$ cat src/sv/skel_pkg.sv
// ----------------------------------------------------------------------------
// Skeleton pixel classifier package
// Shared widths, codes, the job and result records and the window labeling
// function used by the front and back parts of the classifier.
// ----------------------------------------------------------------------------
package skel_pkg;

  // Default sizes of the frame storage and the job queue.
  localparam int MAX_WIDTH_DEF   = 1024;
  localparam int MAX_HEIGHT_DEF  = 4096;
  localparam int QUEUE_DEPTH_DEF = 4;

  // Field widths.
  localparam int PIXEL_W        = 8;
  localparam int COL_W          = 10;
  localparam int ROW_W          = 12;
  localparam int LABEL_W        = 3;
  localparam int FRAME_WIDTH_W  = 11;
  localparam int FRAME_HEIGHT_W = 13;
  localparam int MATCH_W        = 8;
  localparam int CFG_IDX_W      = 2;
  localparam int CFG_DATA_W     = 13;

  // Stream widths.
  localparam int S_TDATA_W = 8;
  localparam int M_TDATA_W = 32;
  localparam int M_TUSER_W = 3;

  // Register reset values.
  localparam int                 FRAME_WIDTH_RST  = 1024;
  localparam int                 FRAME_HEIGHT_RST = 1024;
  localparam logic [MATCH_W-1:0] MATCH_RST        = 8'd255;

  // Window layout: three columns, oldest in the low bits. Each column holds
  // three rows of two-bit cells, the row two above in the low bits. Bit 0 of
  // a cell is "on", bit 1 is "equal to the match value".
  localparam int CELL_W     = 2;
  localparam int WIN_ROWS   = 3;
  localparam int WIN_COLS   = 3;
  localparam int WIN_COL_W  = CELL_W * WIN_ROWS;
  localparam int WIN_W      = WIN_COL_W * WIN_COLS;
  localparam int LINE_W     = 2 * CELL_W;
  localparam int COUNT_W    = 4;

  // Result slots of one job, in delivery order.
  localparam int NUM_SLOTS    = 4;
  localparam int SLOT_IDX_W   = 2;
  localparam int SLOT_UP_LEFT  = 0;  // row above, column to the left
  localparam int SLOT_UP_EDGE  = 1;  // row above, last column
  localparam int SLOT_LOW_LEFT = 2;  // last row, column to the left
  localparam int SLOT_LOW_EDGE = 3;  // last row, last column

  typedef enum logic [CFG_IDX_W-1:0] {
    CFG_FRAME_WIDTH  = 2'd0,
    CFG_FRAME_HEIGHT = 2'd1,
    CFG_MATCH_VALUE  = 2'd2
  } cfg_idx_e;

  typedef enum logic [LABEL_W-1:0] {
    LBL_BLANK    = 3'd0,
    LBL_LINE     = 3'd1,
    LBL_ENDPOINT = 3'd2,
    LBL_JUNCTION = 3'd3,
    LBL_DOT      = 3'd4
  } label_e;

  // One window snapshot with the results it owes.
  typedef struct packed {
    logic [WIN_W-1:0]     win;
    logic [COL_W-1:0]     col;
    logic [ROW_W-1:0]     row;
    logic [NUM_SLOTS-1:0] slots;
  } job_t;

  // One labeled pixel.
  typedef struct packed {
    logic             frame_last;
    logic             run_last;
    logic             node_pixel;
    logic             connection_pixel;
    label_e           label;
    logic [ROW_W-1:0] row;
    logic [COL_W-1:0] col;
  } result_t;

  // Labels the cell at (cr, cc) of the window from the match count of its
  // 3x3 neighborhood; cells outside the window count as absent.
  function automatic label_e classify(input logic [WIN_W-1:0] win,
                                      input logic [1:0] cr,
                                      input logic [1:0] cc);
    logic [COUNT_W-1:0] cnt;
    int                 rr;
    int                 kk;
    int                 dr;
    int                 dc;
    label_e             lbl;
    cnt = '0;
    for (dr = -1; dr <= 1; dr++) begin
      for (dc = -1; dc <= 1; dc++) begin
        rr = int'(cr) + dr;
        kk = int'(cc) + dc;
        if (rr >= 0 && rr < WIN_ROWS && kk >= 0 && kk < WIN_COLS) begin
          cnt = cnt + COUNT_W'(win[kk * WIN_COL_W + rr * CELL_W + 1]);
        end
      end
    end
    if (!win[int'(cc) * WIN_COL_W + int'(cr) * CELL_W]) begin
      lbl = LBL_BLANK;
    end else if (cnt == COUNT_W'(3)) begin
      lbl = LBL_LINE;
    end else if (cnt == COUNT_W'(2)) begin
      lbl = LBL_ENDPOINT;
    end else if (cnt > COUNT_W'(3)) begin
      lbl = LBL_JUNCTION;
    end else begin
      lbl = LBL_DOT;
    end
    return lbl;
  endfunction

endpackage

$ cat src/sv/skel_front.sv
// ----------------------------------------------------------------------------
// Skeleton classifier front part
// Takes pixels, keeps the two rows above in a line memory and the 3x3 window
// in registers, and hands each window that owes results to the job queue.
// ----------------------------------------------------------------------------
module skel_front #(
  parameter int  MAX_WIDTH  = skel_pkg::MAX_WIDTH_DEF,
  parameter int  MAX_HEIGHT = skel_pkg::MAX_HEIGHT_DEF,
  localparam int CW = $clog2(MAX_WIDTH),
  localparam int RW = (MAX_HEIGHT > 1) ? $clog2(MAX_HEIGHT) : 1
) (
  input  logic                           clk_i,
  input  logic                           rst_ni,
  input  logic                           s_valid_i,
  output logic                           s_ready_o,
  input  logic [skel_pkg::PIXEL_W-1:0]   pixel_i,
  input  logic [CW-1:0]                  last_col_i,
  input  logic [RW-1:0]                  last_row_i,
  input  logic [skel_pkg::MATCH_W-1:0]   match_i,
  output logic                           job_valid_o,
  input  logic                           job_ready_i,
  output skel_pkg::job_t                 job_o
);
  import skel_pkg::*;

  // Line memory entry: row two above in the high cell, row above in the low.
  logic [LINE_W-1:0] line_mem [MAX_WIDTH];

  logic              a_accept;
  logic              a_row_end;
  logic              a_last_row;
  logic [CELL_W-1:0] a_cur;
  logic [CW-1:0]     col_cnt_q;
  logic [RW-1:0]     row_cnt_q;

  logic              b_valid_q;
  logic              b_go;
  logic [CW-1:0]     b_col_q;
  logic [RW-1:0]     b_row_q;
  logic [CELL_W-1:0] b_cur_q;
  logic              b_row_end_q;
  logic              b_last_row_q;
  logic [LINE_W-1:0] rd_q;
  logic              fwd_q;
  logic [LINE_W-1:0] fwd_data_q;
  logic [LINE_W-1:0] line;
  logic [LINE_W-1:0] wr_data;
  logic [CELL_W-1:0] nb;
  logic [CELL_W-1:0] fb;
  logic [WIN_W-1:0]  win_q;
  logic [WIN_W-1:0]  win_base;
  logic [WIN_W-1:0]  win_d;
  logic              col_nz;
  logic              row_nz;
  logic [NUM_SLOTS-1:0] slots;

  // Position and classification of the incoming pixel.
  assign a_accept   = s_valid_i && s_ready_o;
  assign a_row_end  = col_cnt_q >= last_col_i;
  assign a_last_row = row_cnt_q >= last_row_i;
  assign a_cur      = {pixel_i == match_i, pixel_i != '0};

  always_ff @(posedge clk_i or negedge rst_ni) begin
    if (!rst_ni) begin
      col_cnt_q <= '0;
      row_cnt_q <= '0;
    end else if (a_accept) begin
      if (a_row_end) begin
        col_cnt_q <= '0;
        row_cnt_q <= a_last_row ? '0 : row_cnt_q + RW'(1);
      end else begin
        col_cnt_q <= col_cnt_q + CW'(1);
      end
    end
  end

  // The window stage advances when its job is taken or owes nothing.
  assign job_valid_o = b_valid_q && (|slots);
  assign b_go        = b_valid_q && (!(|slots) || job_ready_i);
  assign s_ready_o   = !b_valid_q || b_go;

  always_ff @(posedge clk_i or negedge rst_ni) begin
    if (!rst_ni) begin
      b_valid_q <= 1'b0;
      win_q     <= '0;
    end else begin
      if (a_accept) begin
        b_valid_q <= 1'b1;
      end else if (b_go) begin
        b_valid_q <= 1'b0;
      end
      if (b_go) begin
        win_q <= win_d;
      end
    end
  end

  always_ff @(posedge clk_i) begin
    if (a_accept) begin
      b_col_q      <= col_cnt_q;
      b_row_q      <= row_cnt_q;
      b_cur_q      <= a_cur;
      b_row_end_q  <= a_row_end;
      b_last_row_q <= a_last_row;
      // A one-column frame reads the entry that the stage ahead writes now.
      fwd_q        <= b_go && (b_col_q == col_cnt_q);
      fwd_data_q   <= wr_data;
    end
  end

  always_ff @(posedge clk_i) begin
    if (b_go) begin
      line_mem[b_col_q] <= wr_data;
    end
    if (a_accept) begin
      rd_q <= line_mem[col_cnt_q];
    end
  end

  always_comb begin
    line     = fwd_q ? fwd_data_q : rd_q;
    wr_data  = {line[CELL_W-1:0], b_cur_q};
    row_nz   = b_row_q != '0;
    col_nz   = b_col_q != '0;
    nb       = row_nz ? line[CELL_W-1:0] : '0;
    fb       = (b_row_q > RW'(1)) ? line[LINE_W-1:CELL_W] : '0;
    win_base = col_nz ? win_q : '0;
    win_d    = {b_cur_q, nb, fb, win_base[WIN_W-1:WIN_COL_W]};

    slots                = '0;
    slots[SLOT_UP_LEFT]  = row_nz && col_nz;
    slots[SLOT_UP_EDGE]  = row_nz && b_row_end_q;
    slots[SLOT_LOW_LEFT] = b_last_row_q && col_nz;
    slots[SLOT_LOW_EDGE] = b_last_row_q && b_row_end_q;

    job_o.win   = win_d;
    job_o.col   = COL_W'(b_col_q);
    job_o.row   = ROW_W'(b_row_q);
    job_o.slots = slots;
  end

  a_stall_holds : assert property (@(posedge clk_i) disable iff (!rst_ni)
    b_valid_q && !b_go |=> b_valid_q && $stable(b_col_q) && $stable(b_cur_q))
    else $error("window stage changed while stalled");

endmodule

$ cat src/sv/skel_fifo.sv
// ----------------------------------------------------------------------------
// Skeleton classifier job queue
// A short first-in first-out queue of jobs between the front and back parts.
// ----------------------------------------------------------------------------
module skel_fifo #(
  parameter int  DEPTH = skel_pkg::QUEUE_DEPTH_DEF,
  localparam int PW    = $clog2(DEPTH),
  localparam int NW    = $clog2(DEPTH + 1)
) (
  input  logic           clk_i,
  input  logic           rst_ni,
  input  logic           push_valid_i,
  output logic           push_ready_o,
  input  skel_pkg::job_t push_data_i,
  output logic           pop_valid_o,
  input  logic           pop_ready_i,
  output skel_pkg::job_t pop_data_o
);
  import skel_pkg::*;

  job_t          slot_q [DEPTH];
  logic [PW-1:0] wr_ptr_q;
  logic [PW-1:0] rd_ptr_q;
  logic [NW-1:0] cnt_q;
  logic          push;
  logic          pop;

  assign push_ready_o = cnt_q != NW'(DEPTH);
  assign pop_valid_o  = cnt_q != '0;
  assign push         = push_valid_i && push_ready_o;
  assign pop          = pop_valid_o && pop_ready_i;
  assign pop_data_o   = slot_q[rd_ptr_q];

  always_ff @(posedge clk_i or negedge rst_ni) begin
    if (!rst_ni) begin
      wr_ptr_q <= '0;
      rd_ptr_q <= '0;
      cnt_q    <= '0;
    end else begin
      if (push) begin
        wr_ptr_q <= (wr_ptr_q == PW'(DEPTH - 1)) ? '0 : wr_ptr_q + PW'(1);
      end
      if (pop) begin
        rd_ptr_q <= (rd_ptr_q == PW'(DEPTH - 1)) ? '0 : rd_ptr_q + PW'(1);
      end
      if (push && !pop) begin
        cnt_q <= cnt_q + NW'(1);
      end else if (pop && !push) begin
        cnt_q <= cnt_q - NW'(1);
      end
    end
  end

  always_ff @(posedge clk_i) begin
    if (push) begin
      slot_q[wr_ptr_q] <= push_data_i;
    end
  end

  a_fill_bound : assert property (@(posedge clk_i) disable iff (!rst_ni)
    cnt_q <= NW'(DEPTH))
    else $error("job queue fill count out of range");

endmodule

$ cat src/sv/skel_back.sv
// ----------------------------------------------------------------------------
// Skeleton classifier back part
// Works through the result slots of each job, labels one pixel per beat and
// holds it in the output register.
// ----------------------------------------------------------------------------
module skel_back (
  input  logic              clk_i,
  input  logic              rst_ni,
  input  logic              job_valid_i,
  output logic              job_ready_o,
  input  skel_pkg::job_t    job_i,
  output logic              res_valid_o,
  input  logic              res_ready_i,
  output skel_pkg::result_t res_o
);
  import skel_pkg::*;

  job_t                  job_q;
  logic                  job_valid_q;
  logic [NUM_SLOTS-1:0]  pend_q;
  logic [NUM_SLOTS-1:0]  pend_rest;
  logic [SLOT_IDX_W-1:0] sel_idx;
  logic                  out_valid_q;
  result_t               out_q;
  result_t               res_d;
  logic                  out_free;
  logic                  fire;
  logic                  done;
  logic                  load;
  logic [1:0]            cr;
  logic [1:0]            cc;

  // Lowest pending slot goes first.
  always_comb begin
    sel_idx = '0;
    for (int i = NUM_SLOTS - 1; i >= 0; i--) begin
      if (pend_q[i]) begin
        sel_idx = SLOT_IDX_W'(i);
      end
    end
  end

  assign pend_rest   = pend_q & ~(NUM_SLOTS'(1) << sel_idx);
  assign out_free    = !out_valid_q || res_ready_i;
  assign fire        = job_valid_q && out_free;
  assign done        = fire && (pend_rest == '0);
  assign job_ready_o = !job_valid_q || done;
  assign load        = job_ready_o && job_valid_i;

  always_comb begin
    // Upper slots center on the row above, edge slots on the newest column.
    cr = sel_idx[1] ? 2'd2 : 2'd1;
    cc = sel_idx[0] ? 2'd2 : 2'd1;
    res_d.label            = classify(job_q.win, cr, cc);
    res_d.col              = sel_idx[0] ? job_q.col : job_q.col - COL_W'(1);
    res_d.row              = sel_idx[1] ? job_q.row : job_q.row - ROW_W'(1);
    res_d.connection_pixel = (res_d.label == LBL_LINE) || (res_d.label == LBL_ENDPOINT);
    res_d.node_pixel       = (res_d.label == LBL_ENDPOINT) || (res_d.label == LBL_JUNCTION);
    res_d.run_last         = pend_rest == '0;
    res_d.frame_last       = sel_idx == SLOT_IDX_W'(SLOT_LOW_EDGE);
  end

  always_ff @(posedge clk_i or negedge rst_ni) begin
    if (!rst_ni) begin
      job_valid_q <= 1'b0;
      pend_q      <= '0;
      out_valid_q <= 1'b0;
    end else begin
      if (load) begin
        job_valid_q <= 1'b1;
        pend_q      <= job_i.slots;
      end else if (done) begin
        job_valid_q <= 1'b0;
        pend_q      <= '0;
      end else if (fire) begin
        pend_q <= pend_rest;
      end
      if (fire) begin
        out_valid_q <= 1'b1;
      end else if (res_ready_i) begin
        out_valid_q <= 1'b0;
      end
    end
  end

  always_ff @(posedge clk_i) begin
    if (load) begin
      job_q <= job_i;
    end
    if (fire) begin
      out_q <= res_d;
    end
  end

  assign res_valid_o = out_valid_q;
  assign res_o       = out_q;

  a_job_has_work : assert property (@(posedge clk_i) disable iff (!rst_ni)
    job_valid_q |-> pend_q != '0)
    else $error("held job has no pending result");

  a_frame_end_closes_run : assert property (@(posedge clk_i) disable iff (!rst_ni)
    out_valid_q && out_q.frame_last |-> out_q.run_last)
    else $error("frame end result is not the last of its run");

endmodule

$ cat src/sv/skeleton_pixel_classifier.sv
// ----------------------------------------------------------------------------
// Skeleton pixel classifier
// Labels each pixel of a thinned skeleton as blank, line, endpoint, junction
// or isolated dot from the match count of its 3x3 neighborhood.
// ----------------------------------------------------------------------------
//
//  Channel | Direction | Beat contents
//  --------+-----------+------------------------------------------------------
//  s_axis  | in        | tdata[7:0] pixel
//  m_axis  | out       | tdata col, row, label; tuser flags; tlast run end
//  cfg     | in        | cfg_index_i register, cfg_data_i value
//
//  The block takes one pixel per clock while its window stage is not held
//  by a full job queue. Each pixel is labeled once the pixel below and to
//  the right of it has arrived, so results trail the input by one row and
//  one pixel. Results leave at one per clock while the output is ready.
//  Inside a frame each pixel gives at most two results (two only at a row
//  end, none at the next row start); on the last row each pixel after the
//  first gives two and the row end gives four, so the output port sets the
//  pace there and the four-entry job queue absorbs the difference before
//  the input stalls.
//  The two rows above live in one line memory of MAX_WIDTH entries with one
//  read and one write port. Reset needs no clearing pass: rows above the top
//  of the frame are masked, so the block is ready right after reset.
//  The user must write configuration only while the block is idle; the block does not enforce it.
//
module skeleton_pixel_classifier #(
  parameter int MAX_WIDTH   = skel_pkg::MAX_WIDTH_DEF,
  parameter int MAX_HEIGHT  = skel_pkg::MAX_HEIGHT_DEF,
  parameter int QUEUE_DEPTH = skel_pkg::QUEUE_DEPTH_DEF
) (
  input  logic                              clk_i,
  input  logic                              rst_ni,
  // Pixel input. tdata: [7:0] pixel.
  input  logic                              s_axis_tvalid_i,
  output logic                              s_axis_tready_o,
  input  logic [skel_pkg::S_TDATA_W-1:0]    s_axis_tdata_i,
  // Labeled pixels. tdata: [9:0] col, [21:10] row, [24:22] label, rest zero.
  output logic                              m_axis_tvalid_o,
  input  logic                              m_axis_tready_i,
  output logic [skel_pkg::M_TDATA_W-1:0]    m_axis_tdata_o,
  // tuser: [0] connection_pixel, [1] node_pixel, [2] frame_last.
  output logic [skel_pkg::M_TUSER_W-1:0]    m_axis_tuser_o,
  // tlast: last result caused by one input pixel.
  output logic                              m_axis_tlast_o,
  // Register writes.
  input  logic                              cfg_valid_i,
  output logic                              cfg_ready_o,
  input  logic [skel_pkg::CFG_IDX_W-1:0]    cfg_index_i,
  input  logic [skel_pkg::CFG_DATA_W-1:0]   cfg_data_i
);
  import skel_pkg::*;

  localparam int CW = $clog2(MAX_WIDTH);
  localparam int RW = (MAX_HEIGHT > 1) ? $clog2(MAX_HEIGHT) : 1;

  // Registers hold the last column and row index of a frame, with the size
  // already clamped to the supported range.
  localparam logic [CW-1:0] LAST_COL_RST =
    CW'(((FRAME_WIDTH_RST > MAX_WIDTH) ? MAX_WIDTH : FRAME_WIDTH_RST) - 1);
  localparam logic [RW-1:0] LAST_ROW_RST =
    RW'(((FRAME_HEIGHT_RST > MAX_HEIGHT) ? MAX_HEIGHT : FRAME_HEIGHT_RST) - 1);

  logic [CW-1:0]             last_col_q;
  logic [CW-1:0]             last_col_d;
  logic [RW-1:0]             last_row_q;
  logic [RW-1:0]             last_row_d;
  logic [MATCH_W-1:0]        match_q;
  logic [FRAME_WIDTH_W-1:0]  w_in;
  logic [FRAME_HEIGHT_W-1:0] h_in;
  logic                      cfg_write;

  logic    job_push_valid;
  logic    job_push_ready;
  job_t    job_push;
  logic    job_pop_valid;
  logic    job_pop_ready;
  job_t    job_pop;
  result_t res;

  // The register file takes a write in every cycle.
  assign cfg_ready_o = 1'b1;
  assign cfg_write   = cfg_valid_i && cfg_ready_o;
  assign w_in        = cfg_data_i[FRAME_WIDTH_W-1:0];
  assign h_in        = cfg_data_i[FRAME_HEIGHT_W-1:0];

  // A size of zero acts as one; a size above the storage acts as its limit.
  always_comb begin
    if (w_in == '0) begin
      last_col_d = '0;
    end else if (32'(w_in) > 32'(MAX_WIDTH)) begin
      last_col_d = CW'(MAX_WIDTH - 1);
    end else begin
      last_col_d = CW'(w_in - FRAME_WIDTH_W'(1));
    end
    if (h_in == '0) begin
      last_row_d = '0;
    end else if (32'(h_in) > 32'(MAX_HEIGHT)) begin
      last_row_d = RW'(MAX_HEIGHT - 1);
    end else begin
      last_row_d = RW'(h_in - FRAME_HEIGHT_W'(1));
    end
  end

  always_ff @(posedge clk_i or negedge rst_ni) begin
    if (!rst_ni) begin
      last_col_q <= LAST_COL_RST;
      last_row_q <= LAST_ROW_RST;
      match_q    <= MATCH_RST;
    end else if (cfg_write) begin
      unique case (cfg_index_i)
        CFG_FRAME_WIDTH:  last_col_q <= last_col_d;
        CFG_FRAME_HEIGHT: last_row_q <= last_row_d;
        CFG_MATCH_VALUE:  match_q    <= cfg_data_i[MATCH_W-1:0];
        default: ;
      endcase
    end
  end

  skel_front #(
    .MAX_WIDTH  (MAX_WIDTH),
    .MAX_HEIGHT (MAX_HEIGHT)
  ) u_front (
    .clk_i       (clk_i),
    .rst_ni      (rst_ni),
    .s_valid_i   (s_axis_tvalid_i),
    .s_ready_o   (s_axis_tready_o),
    .pixel_i     (s_axis_tdata_i[PIXEL_W-1:0]),
    .last_col_i  (last_col_q),
    .last_row_i  (last_row_q),
    .match_i     (match_q),
    .job_valid_o (job_push_valid),
    .job_ready_i (job_push_ready),
    .job_o       (job_push)
  );

  skel_fifo #(
    .DEPTH (QUEUE_DEPTH)
  ) u_fifo (
    .clk_i        (clk_i),
    .rst_ni       (rst_ni),
    .push_valid_i (job_push_valid),
    .push_ready_o (job_push_ready),
    .push_data_i  (job_push),
    .pop_valid_o  (job_pop_valid),
    .pop_ready_i  (job_pop_ready),
    .pop_data_o   (job_pop)
  );

  skel_back u_back (
    .clk_i       (clk_i),
    .rst_ni      (rst_ni),
    .job_valid_i (job_pop_valid),
    .job_ready_o (job_pop_ready),
    .job_i       (job_pop),
    .res_valid_o (m_axis_tvalid_o),
    .res_ready_i (m_axis_tready_i),
    .res_o       (res)
  );

  // Pack the result beat.
  assign m_axis_tdata_o = {(M_TDATA_W - COL_W - ROW_W - LABEL_W)'(0),
                           res.label, res.row, res.col};
  assign m_axis_tuser_o = {res.frame_last, res.node_pixel, res.connection_pixel};
  assign m_axis_tlast_o = res.run_last;

endmodule
$ cat config.mk
export PLATFORM = sky130hd
export DESIGN_NAME = skeleton_pixel_classifier
export DESIGN_NICKNAME = d
export VERILOG_FILES = /design/src/sv/skel_pkg.sv /design/src/sv/skel_front.sv /design/src/sv/skel_fifo.sv /design/src/sv/skel_back.sv /design/src/sv/skeleton_pixel_classifier.sv
export SDC_FILE = /design/constraint.sdc
export NUM_CORES = 2
export LEC_CHECK = 0
export BUFFER_PORTS_ARGS = -buffer_cell sky130_fd_sc_hd__buf_2
export CAP_MARGIN = 15
export CORE_MARGIN = 4
export CORE_UTILIZATION = 47
export CTS_CLUSTER_DIAMETER = 30
export CTS_CLUSTER_SIZE = 25
export DETAILED_ROUTE_END_ITERATION = 16
export PLACE_DENSITY = 0.71
export SYNTH_ARGS = -nofsm -noshare
export SYNTH_HDL_FRONTEND = slang
export SYNTH_MEMORY_MAX_BITS = 65536
export SYNTH_SLANG_ARGS = --single-unit
$ cat constraint.sdc
create_clock -name clk_i -period 20.1 [get_ports clk_i]
set_input_delay 3.015 -clock clk_i [delete_from_list [all_inputs] [get_ports clk_i]]
set_output_delay 3.015 -clock clk_i [all_outputs]
set_load 0.01 [all_outputs]
* Yosys cells after proc, flatten, opt, wreduce, memory -nomap -nowiden
Memories as Yosys holds them, arrays and structs flattened. A register that Yosys moved wholly into a read port is not among the register bits.
Cells that the tools add are included.
** Operators by class
- Add/sub/neg operators :: 40
- Bitwise gates (word level) :: 2
- $mul :: 3
- Order comparisons :: 28
- Reductions and logical operators :: 65
- Equality and inequality tests :: 13
- Muxes and demuxes :: 78
- Shift operators :: 1
** Operator list (number)
- $lt A32 B7 Y1 const B :: 10
- $add A32 B2 Y32 const B :: 9
- $add A32 B32 Y32 :: 6
- $ge A32 B1 Y1 const B :: 4
- $lt A32 B3 Y1 const B :: 4
- $add A32 B4 Y32 :: 3
- $mul A32 B3 Y31 const B :: 2
- $bmux W1 S5 :: 10
- $mux W12 :: 4
- $mux W4 :: 12
- $mux W10 :: 4
- $logic_and A1 B1 Y1 :: 35
- $mux W1 :: 31
- $add A4 B1 Y4 :: 7
- $sub A12 B1 Y12 const B :: 2
- $mux W2 :: 10
- $sub A10 B1 Y10 const B :: 2
- $mux W18 :: 1
- $mux W3 :: 6
- $gt A13 B13 Y1 const B :: 1
- $logic_not A13 Y1 :: 1
- $add A12 B1 Y12 const B :: 1
- $ge A12 B12 Y1 :: 1
- $gt A12 B1 Y1 const B :: 1
- other kinds (36) :: 63
** Word-level totals
- Memories :: 2
- Output and inout port bits :: 39
- Memory bits (writable) :: 4272
- Logic and storage cells :: 262
- Register bits :: 184
- Bits of input ports :: 28
** Memories
- u_front.line_mem :: words 1024, bits a word 4, read ports 1, clocked after memory_dff 1, write ports 1, RTL line skel_front.sv:27 : logic [LINE_W-1:0] line_mem [MAX_WIDTH];
- u_fifo.slot_q :: words 4, bits a word 44, read ports 1, clocked after memory_dff 0, write ports 1, RTL line skel_fifo.sv:21 : job_t slot_q [DEPTH];

* Depth between registers and ports, before layout
- Word-level depth :: 36
- Depth in mapped cells :: 30
- Depth with buffers taken out :: 28

* Modules after synthesis
From an unflattened synthesis, not the netlist that was laid out.
** Unflattened totals
- Cell total of the unflattened synthesis :: 9256
- Area, all modules :: 177501.5 µm²
** Modules (own cells, without submodules)
- skel_front :: seq. area each 124924.8 µm², cells each 8522, instances 1, area each 165060.8 µm²
- skel_fifo :: seq. area each 5460.2 µm², cells each 267, instances 1, area each 6849.1 µm²
- skel_back :: seq. area each 2162.1 µm², cells each 321, instances 1, area each 3988.8 µm²
- skeleton_pixel_classifier :: seq. area each 785.8 µm², cells each 146, instances 1, area each 1602.8 µm²

* Worst setup path after synthesis
Ideal clock, no wire load.
- Path type :: register -> register
- From :: register u_front.b_cur_q[0]
- To :: memory u_fifo.slot_q[0][42] (netlist name) (data pin)
- Slack :: 5328 ps
- Path buffers :: 0
- Setup time :: 2685 ps
- Period minus slack after synthesis :: 14772 ps
- Stages on the path, launching flop included :: 1
- Data arrival time :: 12087 ps
- Data required time :: 17415 ps
- Cell sequence :: edfxtp_1
** RTL lines
- from (decl) :: RTL line skel_front.sv:40 : logic [CELL_W-1:0] b_cur_q;
- from (signal assigned) :: RTL line skel_front.sv:102 : b_cur_q <= a_cur;
- to (decl) :: RTL line skel_fifo.sv:21
Straight into the memory's write port.

==> flow_metrics.tcl <==
set metrics [dict create \
    path_max_fanout 41 \
    area_growth_pct 16.29 \
    slew_violations 1 \
    drcViolationCount 0 \
    cts_hold_buf 0 \
    grt-ovfl-total 0 \
    critPathLaunchType "flop" \
    num_vias 98245 \
    path_clk_slew_ns 0.06 \
    grt_max_degree 252 \
    final_common_cell "edfxtp_1" \
    rsz0062_at_grt "no" \
    period_minus_slack_ns 7.336 \
    max-cap-violations 0 \
    coreArea_mm2 0.3753 \
    wirelength_um 509600 \
    cts_buffer_depth 4 \
    postCtsSetupRepairBufs 0 \
    syn_area_per_cell_um2 19.29 \
    status "finished, violations left" \
    grt_pass1_wl_um 723500 \
    syn_inst 9174 \
    worstSetupPathType "flop to flop" \
    ir_drop_uv 318.9 \
    dominantRegCellSynth "edfxtp_1" \
    final_cell_mix "edfxtp_1, nor2_1, mux4_2, clkbuf_16, mux2i_1" \
    grt_pass1_vias 97079 \
    cp.arrival_ns 8.10 \
    seqPwrFrac_pct 36.2 \
    cts_tree "done" \
    fin_area_mm2 0.2058 \
    die_area_mm2 0.3865 \
    fmax_mhz 136.3 \
    synth-seq-cells 4454 \
    leakagePower_uw 0.06526 \
    yosysWarnings 0 \
    cts_buffers 644 \
    reg2reg_from "u_front.col_cnt_q[0]$_DFFE_PN0P_" \
    min_from "last_row_q[9]$_DFFE_PN1P_" \
    layout.nets 9608 \
    ys_seq_area_share_pct 75.36 \
    skew_ns 0.05768 \
    intPower_uw 21140 \
    async_flop_share_pct 1.751 \
    hold_class "flop to flop" \
    htree_levels 6 \
    worst_setup_path_end_kind "flop" \
    die_w_um 621.7 \
    slew_headroom_pct -0.9078 \
    firstDrtPassIters 8 \
    antenna_found_initial 46 \
    worstPathRequired_ns 20.87 \
    net-switching-power_uw 10120 \
    gp_congestion 0.8905 \
    wl_per_cell_um 33.71 \
    io_pins 67 \
    finalHoldViolations 0 \
    root_buffer "clkbuf_16" \
    antenna_left 0 \
    clock_latency_ns 1.09 \
    critPathLaunch "u_front.col_cnt_q[0]$_DFFE_PN0P_" \
    post_dp_cell_area_mm2 0.1832 \
    post_cts_resized 0 \
    post-route-period-util_pct 36.50 \
    total_power_uw 31260 \
    pwr-share-clk_pct 36.7 \
    power_density_mw_per_mm2 151.9 \
    synth-edff-count 4376 \
    grt_usage_pct 25.86 \
    drt_iter0_drc 15612 \
    std_cell_rows 225 \
    combPwrFrac_pct 27.1 \
    port_buffers 58 \
    start_util_pct 47.17 \
    tightest_slew_ns 1.514 \
    setup_viol 0 \
    switching_share_pct 32.39 \
    violations "slew limit" \
    die_height_um 621.7 \
    syn-cell-area_mm2 0.1770 \
    drive_above_1_share_pct 25.44 \
    viasPerCell 6.499 \
    hpwl_um 295400 \
    fin_tns_setup_ns 0 \
    clock_sinks 4454 \
    yosysUniqueCellTypes 95 \
]
==> synthesized netlist by cell type (29+ instances only) <==
| master | n | area [µm²] |
|---|---|---|
| nor3_1 | 35 | 175.2 |
| clkbuf_1 | 370 | 1389 |
| xnor2_1 | 37 | 324.1 |
| inv_1 | 50 | 187.7 |
| buf_4 | 73 | 548.0 |
| dfrtp_1 | 50 | 1251 |
| buf_1 | 49 | 183.9 |
| nor2_1 | 1124 | 4219 |
| edfxtp_1 | 4376 | 131400 |
| mux2i_1 | 360 | 3603 |
| a211oi_1 | 51 | 382.9 |
| and2_1 | 29 | 181.4 |
| o221ai_1 | 50 | 437.9 |
| nand3_1 | 79 | 395.4 |
| a221oi_1 | 72 | 630.6 |
| mux2_2 | 45 | 506.7 |
| nor2b_1 | 29 | 181.4 |
| buf_6 | 30 | 337.8 |
| buf_2 | 108 | 540.5 |
| ha_1 | 58 | 725.7 |
| o21ai_0 | 101 | 505.5 |
| o22ai_1 | 50 | 312.8 |
| a22o_1 | 42 | 367.9 |
| nand2_1 | 251 | 942.2 |
| mux4_2 | 974 | 21940 |
| a21oi_1 | 157 | 785.8 |
| a22oi_1 | 149 | 1119 |
==> registers in the layout, summed over array words and instances, names as in the netlist, 2 cells and up <==
signal	cells
u_front.win_q	12
u_back.res_o	29
u_front.b_cur_q	2
last_col_q	10
u_fifo.wr_ptr_q	2
u_front.row_cnt_q	12
u_front.b_col_q	10
u_front.fwd_data_q	4
u_front.line_mem	4096
u_front.rd_q	4
u_front.col_cnt_q	10
u_back.job_q	40
match_q	8
u_back.pend_q	4
u_front.b_row_q	12
u_fifo.slot_q	176
last_row_q	12
u_fifo.rd_ptr_q	2
u_fifo.cnt_q	3
==> power by group through the flow <==
| stage | clock network, µW | registers, µW | logic (µW) |
|---|---|---|---|
| 2_1_floorplan | 0 | 11800 | 5290 |
| 3_3_place_gp | 0 | 11500 | 8080 |
| 3_5_place_dp | 0 | 11500 | 8240 |
| 4_1_cts | 11500 | 11300 | 8310 |
| 5_1_grt | 12000 | 11300 | 8800 |
| 6_report | 11500 | 11300 | 8470 |
==> per-layer routing <==
| metal | global-route usage (%) | up-vias | part of all wire (%) |
|---|---|---|---|
| met4 | 14.38 | 24 | 5.9 |
| met5 | 0 | - | 0.032 |
| li1 | - | 38216 | - |
| met2 | 39.45 | 7989 | 46 |
| met3 | 7.167 | 1437 | 13 |
| met1 | 33.80 | 50579 | 34 |
==> area by class of cell <==
class	count	area [µm²]
fill	27239	169400
sequential	4454	133400
multi-input combinational	4042	40890
clock buffer	713	16660
tap	4994	6248
clock inverter	483	5687
timing repair buffer	324	2576
inverter	54	211.5
antenna	52	130.1
==> final timing paths <==
kind,slack [ns],cells after the start,to
worst max register to register,12.76,12,u_front.rd_q[1]$_DFFE_PP_
min in group asynchronous,1.89,1,last_row_q[11]$_DFFE_PN0P_
worst max-delay path,12.76,12,u_front.rd_q[1]$_DFFE_PP_
max in group asynchronous,17.07,2,u_front.col_cnt_q[3]$_DFFE_PN0P_
worst min register to register,0.46,2,last_row_q[9]$_DFFE_PN1P_
worst min-delay path,0.46,2,last_row_q[9]$_DFFE_PN1P_
==> critical path, cell delays in order, from the launching register on <==
cell and delay [ns]:
dfrtp_4 0.82, buf_4 0.69, buf_4 0.67, buf_4 0.80, buf_4 0.75, buf_4 0.62
mux4_2 0.59, mux2_2 0.29, a221oi_1 0.62, nor3_1 0.12, or4_1 0.58, o221ai_1 0.20
o31ai_1 0.11
==> stage by stage <==
step / hold WS, ns / util [%] / instances / setup slack [ns]
floorplan: 0.4347 / - / 9180 / 5.328
global placement: 0.4458 / 48.79 / 13856 / 12.80
detailed placement: 0.4588 / 48.81 / 13860 / 12.76
CTS: 0.4630 / 54.76 / 15056 / 12.72
global route: 0.4860 / 54.81 / 15065 / 12.27
finish: 0.4636 / 54.85 / 15116 / 12.76
==> logic make-up after synthesis <==
| logic type | after synthesis | share of synthesized area (%) |
|---|---|---|
| AO/OA/AOI/OAI | 832 | 3.301 |
| multiplexers | 1381 | 14.73 |
| AND/OR/NAND/NOR | 1700 | 4.050 |
| XOR/XNOR | 59 | 0.2919 |
| other | 2 | 0.004243 |
| adder cells (fa/ha/maj) | 62 | 0.4439 |
| flip-flops | 4454 | 75.36 |
| buffers and inverters | 684 | 1.810 |
Note: power is estimated with default switching activity, not from simulation.
